**src/hw/rtl/grouped_mean_accumulator_core_assert.svh**
```systemverilog
// ----------------------------------------------------------------------------
// Assertion macros for the grouped mean accumulator core
// Concurrent checks on a clock and an active-low reset; empty in synthesis.
// ----------------------------------------------------------------------------
`ifndef GROUPED_MEAN_ACCUMULATOR_CORE_ASSERT_SVH
`define GROUPED_MEAN_ACCUMULATOR_CORE_ASSERT_SVH
`ifndef SYNTHESIS
// Check that a property holds at every clock edge out of reset
`define GMA_ASSERT(lbl, clk_i, rstn_i, prop, msg) \
    lbl: assert property (@(posedge clk_i) disable iff (!rstn_i) (prop)) \
        else $error(msg);
// Check that a condition never occurs out of reset
`define GMA_ASSERT_NEVER(lbl, clk_i, rstn_i, cond, msg) \
    lbl: assert property (@(posedge clk_i) disable iff (!rstn_i) !(cond)) \
        else $error(msg);
`else
`define GMA_ASSERT(lbl, clk_i, rstn_i, prop, msg)
`define GMA_ASSERT_NEVER(lbl, clk_i, rstn_i, cond, msg)
`endif
`endif

```
**src/hw/rtl/gma_pkg.sv**
```systemverilog
// ----------------------------------------------------------------------------
// gma_pkg
// Shared widths, limits and the queue beat type of the grouped mean core.
// ----------------------------------------------------------------------------
`default_nettype none

package gma_pkg;

    // Field widths
    localparam int VALUE_BITS = 32;
    localparam int LABEL_BITS = 7;

    // Table geometry
    localparam int GROUPS     = 64;
    localparam int COUNT_BITS = 16;
    localparam int SUM_BITS   = 48;
    localparam int IDX_BITS   = (GROUPS > 1) ? $clog2(GROUPS) : 1;
    localparam int ENTRY_BITS = SUM_BITS + COUNT_BITS;

    // Queue between front and back
    localparam int QUEUE_DEPTH = 4;
    localparam int QPTR_BITS   = $clog2(QUEUE_DEPTH);

    // Divider step counter
    localparam int DIV_CNT_BITS = $clog2(SUM_BITS);

    // Saturation limits
    localparam logic signed [SUM_BITS-1:0] SUM_MAX = {1'b0, {(SUM_BITS-1){1'b1}}};
    localparam logic signed [SUM_BITS-1:0] SUM_MIN = {1'b1, {(SUM_BITS-1){1'b0}}};
    localparam logic [COUNT_BITS-1:0] COUNT_MAX = {COUNT_BITS{1'b1}};
    localparam logic signed [VALUE_BITS-1:0] MEAN_MAX = {1'b0, {(VALUE_BITS-1){1'b1}}};
    localparam logic signed [VALUE_BITS-1:0] MEAN_MIN = {1'b1, {(VALUE_BITS-1){1'b0}}};

    // One classified item as it travels from front to back
    typedef struct packed {
        logic signed [VALUE_BITS-1:0] sample_value;
        logic [IDX_BITS-1:0]          idx;
        logic                         lbl_ok;
        logic                         last;
        logic [LABEL_BITS-1:0]        n;
    } gma_item_t;

endpackage

`default_nettype wire

```
**src/hw/rtl/gma_front.sv**
```systemverilog
// ----------------------------------------------------------------------------
// gma_front
// Holds the group count register, checks labels, tracks the largest label
// and builds the queue beat, including the report length on a last item.
// ----------------------------------------------------------------------------
`default_nettype none

module gma_front (
    input  wire logic                                    clk,
    input  wire logic                                    rst_n,
    input  wire logic                                    cfg_wr,
    input  wire logic [gma_pkg::LABEL_BITS-1:0]          cfg_data,
    input  wire logic                                    accept,
    input  wire logic signed [gma_pkg::VALUE_BITS-1:0]   sample_value,
    input  wire logic [gma_pkg::LABEL_BITS-1:0]          group_label,
    input  wire logic                                    last_item,
    output gma_pkg::gma_item_t                           item
);

    logic [gma_pkg::LABEL_BITS-1:0] group_count_reg;
    logic [gma_pkg::LABEL_BITS-1:0] largest_reg;
    logic [gma_pkg::LABEL_BITS-1:0] largest_next;
    logic [gma_pkg::LABEL_BITS-1:0] largest_upd;
    logic [gma_pkg::LABEL_BITS-1:0] lbl_m1;
    logic [gma_pkg::LABEL_BITS-1:0] n_raw;
    logic                           lbl_ok;

    localparam logic [gma_pkg::LABEL_BITS-1:0] GROUPS_L =
        gma_pkg::LABEL_BITS'(gma_pkg::GROUPS);

    // Classify the label against table size and group count
    always_comb
    begin
        lbl_ok = (group_label != '0) && (group_label <= GROUPS_L) &&
                 ((group_count_reg == '0) || (group_label <= group_count_reg));
        lbl_m1 = group_label - gma_pkg::LABEL_BITS'(1);
        largest_upd = (lbl_ok && (group_label > largest_reg)) ? group_label : largest_reg;
        n_raw = (group_count_reg != '0) ? group_count_reg : largest_upd;
    end

    // Build the beat for the queue
    always_comb
    begin
        item.sample_value = sample_value;
        item.idx          = lbl_m1[gma_pkg::IDX_BITS-1:0];
        item.lbl_ok       = lbl_ok;
        item.last         = last_item;
        item.n            = (n_raw > GROUPS_L) ? GROUPS_L : n_raw;
    end

    // Advance the largest label; drop it once a run closes
    always_comb
    begin
        largest_next = largest_reg;
        if (accept)
        begin
            largest_next = last_item ? '0 : largest_upd;
        end
    end

    always_ff @(posedge clk or negedge rst_n)
    begin
        if (!rst_n)
        begin
            group_count_reg <= '0;
            largest_reg     <= '0;
        end
        else
        begin
            if (cfg_wr)
            begin
                group_count_reg <= cfg_data;
            end
            largest_reg <= largest_next;
        end
    end

endmodule

`default_nettype wire

```
**config.mk**
```make
export PLATFORM = sky130hd
export DESIGN_NAME = gma_front
export DESIGN_NICKNAME = d
export VERILOG_FILES = /design/src/hw/rtl/grouped_mean_accumulator_core_assert.svh /design/src/hw/rtl/gma_pkg.sv /design/src/hw/rtl/gma_front.sv
export SDC_FILE = /design/constraint.sdc
export NUM_CORES = 1
export LEC_CHECK = 0
export BUFFER_PORTS_ARGS = -buffer_cell sky130_fd_sc_hd__buf_2
export CAP_MARGIN = 20
export CORE_UTILIZATION = 46
export CTS_CLUSTER_DIAMETER = 80
export CTS_CLUSTER_SIZE = 24
export DETAILED_ROUTE_END_ITERATION = 7
export PLACE_DENSITY = 0.87
export SLEW_MARGIN = 20
export SYNTH_ARGS = -nofsm -noshare
export SYNTH_HDL_FRONTEND = slang
export SYNTH_SLANG_ARGS = --single-unit
```
**constraint.sdc**
```tcl
create_clock -name clk -period 5.8 [get_ports clk]
set_input_delay 0.87 -clock clk [delete_from_list [all_inputs] [get_ports clk]]
set_output_delay 0.87 -clock clk [all_outputs]
set_load 0.03 [all_outputs]
```
==> Word level (Yosys, flattened, before mapping) <==
Cells that the tools add are included.
W data, S select, Z words.
{ "totals": {"output_inout_bits": 47, "input_bits": 51, "elab_cells": 18, "register_bits": 14} }
{ "classes": {"n_reduce_logical": 7, "n_mux": 4, "addsub": 1, "n_lt_le_gt_ge": 4} }
{ "ops": {"columns": ["operator", "count"], "rows": [
  ["$mux W7", 4],
  ["$reduce_bool A7 Y1", 2],
  ["$gt A7 B7 Y1", 1],
  ["$gt A7 B7 Y1 const B", 1],
  ["$le A7 B7 Y1", 1],
  ["$le A7 B7 Y1 const B", 1],
  ["$logic_not A7 Y1", 1],
  ["$sub A6 B1 Y6 const B", 1],
  ["$logic_and A1 B1 Y1", 3],
  ["$logic_or A1 B1 Y1", 1]
]} }

==> Depth between registers and ports, before layout <==
{ "logic_depth": {"ltp_word": 8, "depth_mapped": 8, "ltp_nobuf": 8} }

==> Worst setup path before layout <==
Ideal clock, no wire load.
{ "synth_timing": {"kind": "input-to-output", "startpoint": "input group_label[0] in the netlist's numbering", "endpoint": "output item[6] in the netlist's numbering", "n_path_buf": 0, "arrival_ns": 2.683, "path_stages": 8, "setup_slack_ns": 2.247, "required_time_ns": 4.930, "path_cell_list": "inv_1 > ha_1 > nand3b_1 > a21oi_1 > o221ai_1 > or3b_4 > mux2i_1 > o21ai_1"} }
{ "synth_rtl": {"columns": ["element", "line_no", "rtl"], "rows": [
  ["from (decl)", "gma_front.sv:15", "input wire logic [gma_pkg::LABEL_BITS-1:0] group_label,"],
  ["to (decl)", "gma_front.sv:17", "output gma_pkg::gma_item_t item"]
]} }

==> flow_summary_export.csv <==
group,metric,value,unit
sta,finalHoldViolCount,0,
clock_network,insertion_delay,0.28,ns
synth,ys.flop_type,"dfrtp_1",
cells_and_area,utilization,47.7,%
placement,io_buffer_count,33,
sta,worstMarginPinSlew,0.573,ns
clock_network,holdBufCountCts,0,
drt,ant_nets,0,
sta,fmax,0.265,GHz
sta,postLayoutSetupSlackWorst,2.02,ns
critical_path,crit_type,"input pin to output port",
status,status,"completed",
floorplanning,coreArea,0.00305,mm2
cells_and_area,final_cell_mix,"33 x buf_2, 16 x ha_1, 15 x inv_1, 14 x dfrtp_1, 13 x nand2_1",
critical_path,start_kind,"input pin",
run,drv_cap,0,
clock_network,numCtsBuffers,3,
power_and_ir_drop,swShare,39.3,%
placement,dp_hpwl,2430,um
synth,synth_edf_count,0,
cells_and_area,nets,244,
cells_and_area,diodes,0,
synth,async_flop_share,100,%
global_route,overflow,0,
sta,skew,0.00284,ns
drt,wl_per_cell,14.2,um
sta,max_slew_margin,61.7,%
drt,routed_wirelength,3100,um
sta,rsz0062_at_grt,"false",
clock_network,clock-sinks,14,
clock_network,cts_setup_buffers,0,
critical_path,rr_worst_depth,6,
synth,syn_nets,241,
synth,synth_area_leader_cell,"dfrtp_1",
cells_and_area,drive_gt1_share,25.1,%
sta,layout_min_cycle_time,3.78,ns
power_and_ir_drop,irDropWorstVdd,0.0987,mV
global_route,grt_max_degree,15,
synth,syn_area_per_cell,8.47,um2
floorplanning,die_x,58.6,um
synth,syn_area,0.00147,mm2
synth,synth_area_leaders,"dfrtp_1 24%, buf_4 17%, ha_1 14%",
clock_network,htreeDepth,1,
sta,setup_viol_count_final,0,
clock_network,cts-root-buf,"clkbuf_4",
power_and_ir_drop,internal_power,176,uW
synth,syn_inst,174,
synth,ys_ff_latch,14,
global_route,first_global_vias,1117,
cells_and_area,syn_to_final_growth,-1.10,%
clock_network,clkSlewWorstSetupHoldPaths,0.08,ns
synth,ys_warn_count,0,
drt,initialDrtViolationCount,53,
synth,ys_seq_area_share,23.8,%
clock_network,clock_path_buffers,2,
sta,tns,0,ns
floorplanning,initial_utilization,48.3,%
global_route,grt_pass1_wl,5120,um
drt,viasPerCell,5.65,
placement,dp_slack,2.06,ns
global_route,grt.total_usage,19.5,%
floorplanning,fp.dieH,58.6,um
cells_and_area,layout_commonest_cell,"buf_2",
power_and_ir_drop,p_sw,114,uW
floorplanning,die_area,0.00343,mm2
power_and_ir_drop,power.density,199,mW/mm2
global_route,antenna_found_initial,0,
floorplanning,num_rows,20,
synth,synth_top_area_share,23.8,%
critical_path,r2r_setup_slack,3.38,ns
power_and_ir_drop,p_comb_share,41.4,%
power_and_ir_drop,pwr-share-clk,18.7,%
clock_network,tritoncts,"yes",
min_path,hold_class,"input pin to async pin",
sta,timing.final.crit_share,65.1,%
power_and_ir_drop,pwr-share-seq,39.9,%
floorplanning,pin_count,98,
critical_path,cp.required,4.93,ns
drt,vias,1238,
drt,dr.pass1.iters,4,
clock_network,ctsResizeCount,0,
placement,gp_congestion,0.897,
critical_path,worst_setup_path_end_kind,"output port",
drt,drc,0,
sta,final_max_slew_viol_count,0,
power_and_ir_drop,leakage,0.000704,uW
sta,fin_hold_ws,0.480,ns
power_and_ir_drop,finalPower,290,uW
critical_path,arrival,2.91,ns
synth,synth_cell_types,41,
critical_path,worst-path-max-fanout,10,
critical path, stage by stage:
cell and delay [ns]:
buf_2 0.15, ha_1 0.33, and4_1 0.23, nand4_1 0.11, nand3_2 0.12, nor2_1 0.48, nor3_1 0.13, o31a_1 0.31
buf_2 0.18
cells in the mapped netlist, types with 2 or more instances:
cell     count
a21oi_1      8
a22o_1       6
and3_1       5
buf_4       34
dfrtp_1     14
ha_1        16
inv_1       15
nand2_1     13
nand3_1      2
nand4_1      2
nor2_1       4
nor3_1      10
o21ai_0      9
o21ai_1      2
o31a_1       6
xor2_1       3
routing by layer:
layer  wire, um  GRT usage (%)  up-vias
li1           -              -      593
met1       1470           27.8      589
met2       1350           30.0       48
met3        226           3.08        8
met4         57           6.80        0
met5          0              0        -
metrics by stage:
| stage | instance area, um2 | std cells |
|---|---|---|
| 3_3_place_gp | 1440 | 216 |
| 2_1_floorplan | 1470 | 174 |
| 5_1_grt | 1460 | 219 |
| 3_5_place_dp | 1440 | 216 |
| 4_1_cts | 1460 | 219 |
| 6_report | 1460 | 219 |
area by class of cell:
cell class	count	area [um2]
clock buffers	3	22.5
fillers	327	1600
inverters	16	60.1
multi-input cells	109	805
flip-flops and latches	14	350
well taps	44	55.1
repair buffers	33	165
worst paths after layout:
| path | from | endpoint |
|---|---|---|
| setup / recovery | group_label[6] | item[0] |
| max in group asynchronous | rst_n | largest_reg[5]$_DFFE_PN0P_ |
| setup reg to reg | group_count_reg[2]$_DFFE_PN0P_ | largest_reg[5]$_DFFE_PN0P_ |
| hold / removal | rst_n | group_count_reg[1]$_DFFE_PN0P_ |
| hold reg to reg | largest_reg[5]$_DFFE_PN0P_ | largest_reg[5]$_DFFE_PN0P_ |
| min in group clk | largest_reg[5]$_DFFE_PN0P_ | largest_reg[5]$_DFFE_PN0P_ |
kinds of logic (layout without fill, tap and decap cells):
family,after synthesis,in the layout,share of synthesized area (%)
AOI/OAI and AO/OA,38,38,17.4
and+or+nand+nor,48,48,19.0
adders and majority gates,16,16,13.6
xor gates and xnor gates,4,4,2.38
DFF,14,14,23.8
muxes,3,3,2.21
buffers and inverters,51,52,21.6
power groups by stage:
stage                     clock network, uW  registers, uW  logic, uW
after global routing                   60.8            117        135
final                                  54.4            116        120
after CTS                              56.5            116        120
after floorplan                           0            115        126
after detailed placement                  0            118        119
after global placement                    0            117        117
Note: power is estimated with default switching activity, not from simulation.
