$ cat config.mk
export PLATFORM = sky130hd
export DESIGN_NAME = gma_queue
export DESIGN_NICKNAME = d
export VERILOG_FILES = /design/src/hw/rtl/grouped_mean_accumulator_core_assert.svh /design/src/hw/rtl/gma_pkg.sv /design/src/hw/rtl/gma_queue.sv
export SDC_FILE = /design/constraint.sdc
export NUM_CORES = 1
export LEC_CHECK = 0
export BUFFER_PORTS_ARGS = -buffer_cell sky130_fd_sc_hd__buf_2
export CAP_MARGIN = 40
export CORE_ASPECT_RATIO = 1.2
export CORE_UTILIZATION = 50
export DETAILED_ROUTE_END_ITERATION = 10
export GPL_TIMING_DRIVEN = 0
export PLACE_DENSITY = 0.7
export SYNTH_ARGS = -nofsm -noshare
export SYNTH_HDL_FRONTEND = slang
export SYNTH_SLANG_ARGS = --single-unit
export TNS_END_PERCENT = 5
$ cat constraint.sdc
create_clock -name clk -period 6.3 [get_ports clk]
set_input_delay 1.26 -clock clk [delete_from_list [all_inputs] [get_ports clk]]
set_output_delay 1.26 -clock clk [all_outputs]
set_load 0.01 [all_outputs]
$ cat src/hw/rtl/grouped_mean_accumulator_core_assert.svh
// ----------------------------------------------------------------------------
// Assertion macros for the grouped mean accumulator core
// Concurrent checks on a clock and an active-low reset; empty in synthesis.
// ----------------------------------------------------------------------------
`ifndef GROUPED_MEAN_ACCUMULATOR_CORE_ASSERT_SVH
`define GROUPED_MEAN_ACCUMULATOR_CORE_ASSERT_SVH
`ifndef SYNTHESIS
// Check that a property holds at every clock edge out of reset
`define GMA_ASSERT(lbl, clk_i, rstn_i, prop, msg) \
    lbl: assert property (@(posedge clk_i) disable iff (!rstn_i) (prop)) \
        else $error(msg);
// Check that a condition never occurs out of reset
`define GMA_ASSERT_NEVER(lbl, clk_i, rstn_i, cond, msg) \
    lbl: assert property (@(posedge clk_i) disable iff (!rstn_i) !(cond)) \
        else $error(msg);
`else
`define GMA_ASSERT(lbl, clk_i, rstn_i, prop, msg)
`define GMA_ASSERT_NEVER(lbl, clk_i, rstn_i, cond, msg)
`endif
`endif

$ cat src/hw/rtl/gma_pkg.sv
// ----------------------------------------------------------------------------
// gma_pkg
// Shared widths, limits and the queue beat type of the grouped mean core.
// ----------------------------------------------------------------------------
`default_nettype none

package gma_pkg;

    // Field widths
    localparam int VALUE_BITS = 32;
    localparam int LABEL_BITS = 7;

    // Table geometry
    localparam int GROUPS     = 64;
    localparam int COUNT_BITS = 16;
    localparam int SUM_BITS   = 48;
    localparam int IDX_BITS   = (GROUPS > 1) ? $clog2(GROUPS) : 1;
    localparam int ENTRY_BITS = SUM_BITS + COUNT_BITS;

    // Queue between front and back
    localparam int QUEUE_DEPTH = 4;
    localparam int QPTR_BITS   = $clog2(QUEUE_DEPTH);

    // Divider step counter
    localparam int DIV_CNT_BITS = $clog2(SUM_BITS);

    // Saturation limits
    localparam logic signed [SUM_BITS-1:0] SUM_MAX = {1'b0, {(SUM_BITS-1){1'b1}}};
    localparam logic signed [SUM_BITS-1:0] SUM_MIN = {1'b1, {(SUM_BITS-1){1'b0}}};
    localparam logic [COUNT_BITS-1:0] COUNT_MAX = {COUNT_BITS{1'b1}};
    localparam logic signed [VALUE_BITS-1:0] MEAN_MAX = {1'b0, {(VALUE_BITS-1){1'b1}}};
    localparam logic signed [VALUE_BITS-1:0] MEAN_MIN = {1'b1, {(VALUE_BITS-1){1'b0}}};

    // One classified item as it travels from front to back
    typedef struct packed {
        logic signed [VALUE_BITS-1:0] sample_value;
        logic [IDX_BITS-1:0]          idx;
        logic                         lbl_ok;
        logic                         last;
        logic [LABEL_BITS-1:0]        n;
    } gma_item_t;

endpackage

`default_nettype wire

$ cat src/hw/rtl/gma_queue.sv
// ----------------------------------------------------------------------------
// gma_queue
// Short first-in first-out queue of classified items between front and back.
// ----------------------------------------------------------------------------
`default_nettype none

module gma_queue (
    input  wire logic               clk,
    input  wire logic               rst_n,
    input  wire logic               push,
    input  wire gma_pkg::gma_item_t push_item,
    input  wire logic               pop,
    output gma_pkg::gma_item_t      head,
    output logic                    empty,
    output logic                    full
);

    gma_pkg::gma_item_t slot_reg [gma_pkg::QUEUE_DEPTH];

    logic [gma_pkg::QPTR_BITS-1:0] wr_ptr_reg;
    logic [gma_pkg::QPTR_BITS-1:0] wr_ptr_next;
    logic [gma_pkg::QPTR_BITS-1:0] rd_ptr_reg;
    logic [gma_pkg::QPTR_BITS-1:0] rd_ptr_next;
    logic [gma_pkg::QPTR_BITS:0]   fill_reg;
    logic [gma_pkg::QPTR_BITS:0]   fill_next;

    localparam logic [gma_pkg::QPTR_BITS-1:0] PTR_LAST =
        gma_pkg::QPTR_BITS'(gma_pkg::QUEUE_DEPTH - 1);
    localparam logic [gma_pkg::QPTR_BITS:0] FILL_FULL =
        (gma_pkg::QPTR_BITS + 1)'(gma_pkg::QUEUE_DEPTH);

    assign head  = slot_reg[rd_ptr_reg];
    assign empty = (fill_reg == '0);
    assign full  = (fill_reg == FILL_FULL);

    // Advance pointers and fill level
    always_comb
    begin
        wr_ptr_next = wr_ptr_reg;
        rd_ptr_next = rd_ptr_reg;
        fill_next   = fill_reg;
        if (push)
        begin
            wr_ptr_next = (wr_ptr_reg == PTR_LAST) ? '0 : wr_ptr_reg + 1'b1;
        end
        if (pop)
        begin
            rd_ptr_next = (rd_ptr_reg == PTR_LAST) ? '0 : rd_ptr_reg + 1'b1;
        end
        if (push && !pop)
        begin
            fill_next = fill_reg + 1'b1;
        end
        else if (pop && !push)
        begin
            fill_next = fill_reg - 1'b1;
        end
    end

    always_ff @(posedge clk or negedge rst_n)
    begin
        if (!rst_n)
        begin
            wr_ptr_reg <= '0;
            rd_ptr_reg <= '0;
            fill_reg   <= '0;
        end
        else
        begin
            wr_ptr_reg <= wr_ptr_next;
            rd_ptr_reg <= rd_ptr_next;
            fill_reg   <= fill_next;
        end
    end

    // Store the incoming beat
    always_ff @(posedge clk)
    begin
        if (push)
        begin
            slot_reg[wr_ptr_reg] <= push_item;
        end
    end

endmodule

`default_nettype wire

Word level (Yosys, flattened, before mapping)
Memories as Yosys holds them, arrays and structs flattened. Index checks and enable logic that the tools add are counted.

Output and inout port bits: 49. RAM bits: 188. Flip-flop bits (word level): 7. Input port bits: 51. Memories: 1.

Memory list: slot_reg (words 4, bits a word 47, read ports 1, clocked after memory_dff 0, write ports 1, line gma_queue.sv:18) `gma_pkg::gma_item_t slot_reg [gma_pkg::QUEUE_DEPTH];`.

Eq/ne operators: 3. Reduce and logical (&&, ||, !) cells: 6. $add $sub $neg: 4. Multiplexer cells: 6.

Operators with widths (count): 2-to-1 mux 3 bit (2); adder 2 x 1 -> 2 bit (second input constant) (2); == test 2 bit (second input constant) (2); 2-to-1 mux 2 bit (2); adder 3 x 1 -> 3 bit (second input constant) (1); == test 3 bit (second input constant) (1); logical NOT 3 bit (1); subtractor 3 x 1 -> 3 bit (second input constant) (1); logical AND 1 bit (2); logical NOT 1 bit (2); 2-to-1 mux 1 bit (2); nonzero test 2 bit (1).

Longest topological paths before layout
Depth in word-level cells: 4. Depth in mapped cells: 7.

Worst setup path before layout
Ideal clock, no wire load.

Kind: input port to flip-flop. From: input port push. To: memory slot_reg[0][0] in the netlist's numbering (enable). Cell stages on the path: 1. Data arrival time: 2.388 ns. Library setup time: 0.409 ns. Data required time: 5.891 ns. Slack: 3.503 ns. Cells stage by stage: and2_1.

Cells in the longest elaborated chain, start to end: 2.

Ends and longest elaborated chain: start, declared (line gma_queue.sv:10) `input wire logic push,`; 2-to-1 mux 1 bit (line gma_queue.sv:79) `if (push)`; 2-to-1 mux 1 bit (not written as such) (line gma_queue.sv:81) `slot_reg[wr_ptr_reg] <= push_item;`; end, declared (line gma_queue.sv:18).

No other way between the ends.

==> impl_metrics.py <==
metrics = {
    "status": {
        "run_status": "finished, violations left",
        "failed_checks": "design-rule violations",
    },
    "synthesis": {
        "synth.top_cells.by_area": "sky130_fd_sc_hd__edfxtp_1, sky130_fd_sc_hd__mux4_2, sky130_fd_sc_hd__dfrtp_1",
        "post_synth.cell_area_avg_um2": 25.5,
        "syn_inst": 283,
        "synth_top_cell_area_share": 0.782,
        "number_of_unique_standard_cell_types_used_by_synthesis": 22,
        "area_of_the_mapped_netlist_mm2": 0.00722,
        "synth-seq-area-share": 0.806,
        "yosysWarningCount": 0,
        "postSynthNetCount": 341,
        "synthDominantAreaCellType": "sky130_fd_sc_hd__edfxtp_1",
        "synth.ff_latch_count": 195,
    },
    "floorplan": {
        "chipWidth_um": 112,
        "floorplan.die_area_mm2": 0.0149,
        "fp-row-count": 47,
        "die_height_um": 134,
        "initial_core_utilization": 0.518,
        "design.portCount": 100,
        "core_area_mm2": 0.0139,
    },
    "timing": {
        "hold_viol": 0,
        "timing.final.setup_violations": 0,
        "postLayoutSetupSlackWorst_ps": 3080,
        "fin_crit_ps": 3220,
        "timing.final.max_slew_violations": 0,
        "max_slew_margin": 0.527,
        "tns_ps": 0,
        "worst-slew-pin-transition_ps": 710,
        "post-route-period-util": 0.510,
        "fmaxAchievable_mhz": 311,
        "skew_ps": 8.38,
        "rsz_0062_raised_after_global_routing": "false",
    },
    "placement": {
        "gp_congestion": 0.656,
        "pre_cts_ws_ps": 3510,
        "number_of_cells_after_detailed_placement": 557,
        "detailed_place_hpwl_mm": 7.38,
        "io_buffers": 99,
        "placed_area_mm2": 0.00801,
    },
    "drt": {
        "post-route-drc-count": 6,
        "detailedRoute.firstIterationViolations": 112,
        "first_pass_iteration_count_of_the_detailed_router": 8,
        "route.vias.total": 3193,
        "antenna_violating_nets_post_route": 0,
        "post_drt_via_cell_ratio": 5.42,
        "wl_per_instance_um": 19.9,
        "wl_mm": 11.7,
    },
    "run": {
        "max_cap_viol_count": 0,
    },
    "layout": {
        "ant_diodes": 0,
        "drive_gt1_frac": 0.462,
        "num-fill-cells": 1002,
        "post_layout_nonfiller_instances": 589,
        "syn_to_final_growth_pct": 18.2,
        "final_design_area_no_fill_mm2": 0.00853,
        "num-nets-final": 463,
        "layout_commonest_cell": "sky130_fd_sc_hd__edfxtp_1",
        "flip_flop_count_of_the_largest_register_after_layout": 188,
        "highest_count_cells_in_the_layout_ignoring_fill_and_taps": "sky130_fd_sc_hd__edfxtp_1, sky130_fd_sc_hd__buf_2, sky130_fd_sc_hd__mux4_2, sky130_fd_sc_hd__clkbuf_16, sky130_fd_sc_hd__dfrtp_1",
    },
    "clocking": {
        "post-cts-setup-buffers": 0,
        "cts_htree_levels": 4,
        "clkSlewWorstSetupHoldPaths_ps": 60,
        "numCtsBuffers": 17,
        "cts_hold_repair.buffers": 0,
        "ctsRootBufferMaster": "sky130_fd_sc_hd__clkbuf_16",
        "post_cts_resize_count": 0,
        "clock_insertion_delay_worst_skew_ps": 420,
        "cts_tree": "done",
        "cts-root-to-sink-buffers": 2,
        "clock-sinks": 195,
    },
    "global_route": {
        "initial_antenna_violation_count": 0,
        "first_global_vias": 3404,
        "grt_max_degree": 27,
        "grt_pass1_wl_mm": 18.2,
        "globalRoute.totalOverflow": 0,
        "grt_util_all_layers": 0.172,
    },
    "worst_setup_path": {
        "timing_worst_setup_path_type": "reg2out",
        "critical_path.max_fanout": 10,
        "crit_path_start_kind": "flop",
        "cp_data_required_time_ps": 5040,
        "endpoint_kind": "output port",
        "reg2reg_depth": 4,
        "data_arrival_critical_path_ps": 1960,
    },
    "power_and_ir_drop": {
        "vdd.ir_drop.worst_mv": 0.189,
        "power_density_over_the_cells_mw_per_mm2": 443,
        "power.leakage_nw": 2.96,
    },
    "worst_hold_path": {
        "min_path_cells": 1,
        "min_path_type": "reg2reg",
    },
}
==> routing by layer <==
metal	GRT usage	routed length (um)	vias up
li1	-	-	1447
met1	0.205	4770	1660
met2	0.293	6270	69
met3	0.0414	488	17
met4	0.0833	206	0
met5	0	0	-
==> critical path, stage by stage (launching register included) <==
cell and delay [ps]:
sky130_fd_sc_hd__dfrtp_1 390, sky130_fd_sc_hd__buf_2 280, sky130_fd_sc_hd__buf_2 340, sky130_fd_sc_hd__mux4_2 360
sky130_fd_sc_hd__buf_2 160
==> power by group <==
part | switching, mW | internal, mW | total [mW]
clock | 0.433 | 0.497 | 0.930
sequential | 0.0575 | 1.66 | 1.72
combinational | 0.576 | 0.551 | 1.13
total | 1.07 | 2.71 | 3.78
==> cell families after synthesis <==
kind of cell / after synthesis / share of synthesized area
muxes: 50 / 0.152
xor gates and xnor gates: 3 / 0.00364
AOI/OAI and AO/OA: 2 / 0.00139
adders and majority gates: 7 / 0.0132
DFF: 195 / 0.806
and+or+nand+nor: 11 / 0.00780
buffers and inverters: 15 / 0.0154
==> final timing paths <==
path | startpoint | end | slack, ps
setup / recovery | rd_ptr_reg[1] | head[25] | 3080
hold / removal | fill_reg[2] | fill_reg[2] | 490
setup reg to reg | wr_ptr_reg[0] | slot_reg[2][12] | 4390
hold reg to reg | fill_reg[2] | fill_reg[2] | 490
max in group asynchronous | rst_n | rd_ptr_reg[1] | 5480
min in group asynchronous | rst_n | fill_reg[1] | 660
==> synth_stat cells <==
cell	number
sky130_fd_sc_hd__edfxtp_1	188
sky130_fd_sc_hd__buf_4	3
sky130_fd_sc_hd__nor3b_1	1
sky130_fd_sc_hd__buf_1	1
sky130_fd_sc_hd__fa_1	1
sky130_fd_sc_hd__dfrtp_1	7
sky130_fd_sc_hd__mux4_2	45
sky130_fd_sc_hd__mux4_1	2
sky130_fd_sc_hd__and2_1	4
sky130_fd_sc_hd__nand2_1	2
sky130_fd_sc_hd__buf_12	2
sky130_fd_sc_hd__o21ai_0	2
sky130_fd_sc_hd__clkbuf_1	1
sky130_fd_sc_hd__mux2_2	3
sky130_fd_sc_hd__inv_1	4
sky130_fd_sc_hd__xor2_1	2
sky130_fd_sc_hd__nor2_1	3
sky130_fd_sc_hd__xnor2_1	1
sky130_fd_sc_hd__buf_6	1
sky130_fd_sc_hd__buf_2	3
sky130_fd_sc_hd__nor3_1	1
sky130_fd_sc_hd__ha_1	6
==> cell type report <==
type                            count  area [um^2]  share of cell area
Tap cell                          171          214              0.0251
Sequential cell                   195         5820               0.682
Multi-Input combinational cell     73         1290               0.151
Clock inverter                     15         95.1              0.0111
Buffer                             11         96.3              0.0113
Clock buffer                       17          425              0.0498
Timing Repair Buffer              103          576              0.0674
Inverter                            4         15.0             0.00176
==> metrics by stage <==
stage          power [mW]  hold slack [ps]   util
2_1_floorplan        2.49              456      -
3_3_place_gp         2.87              471  0.569
3_5_place_dp         2.91              480  0.575
4_1_cts              3.84              493  0.612
5_1_grt              3.96              518  0.612
6_report             3.78              491  0.612
No activity file was read; power rests on OpenSTA's default activity.
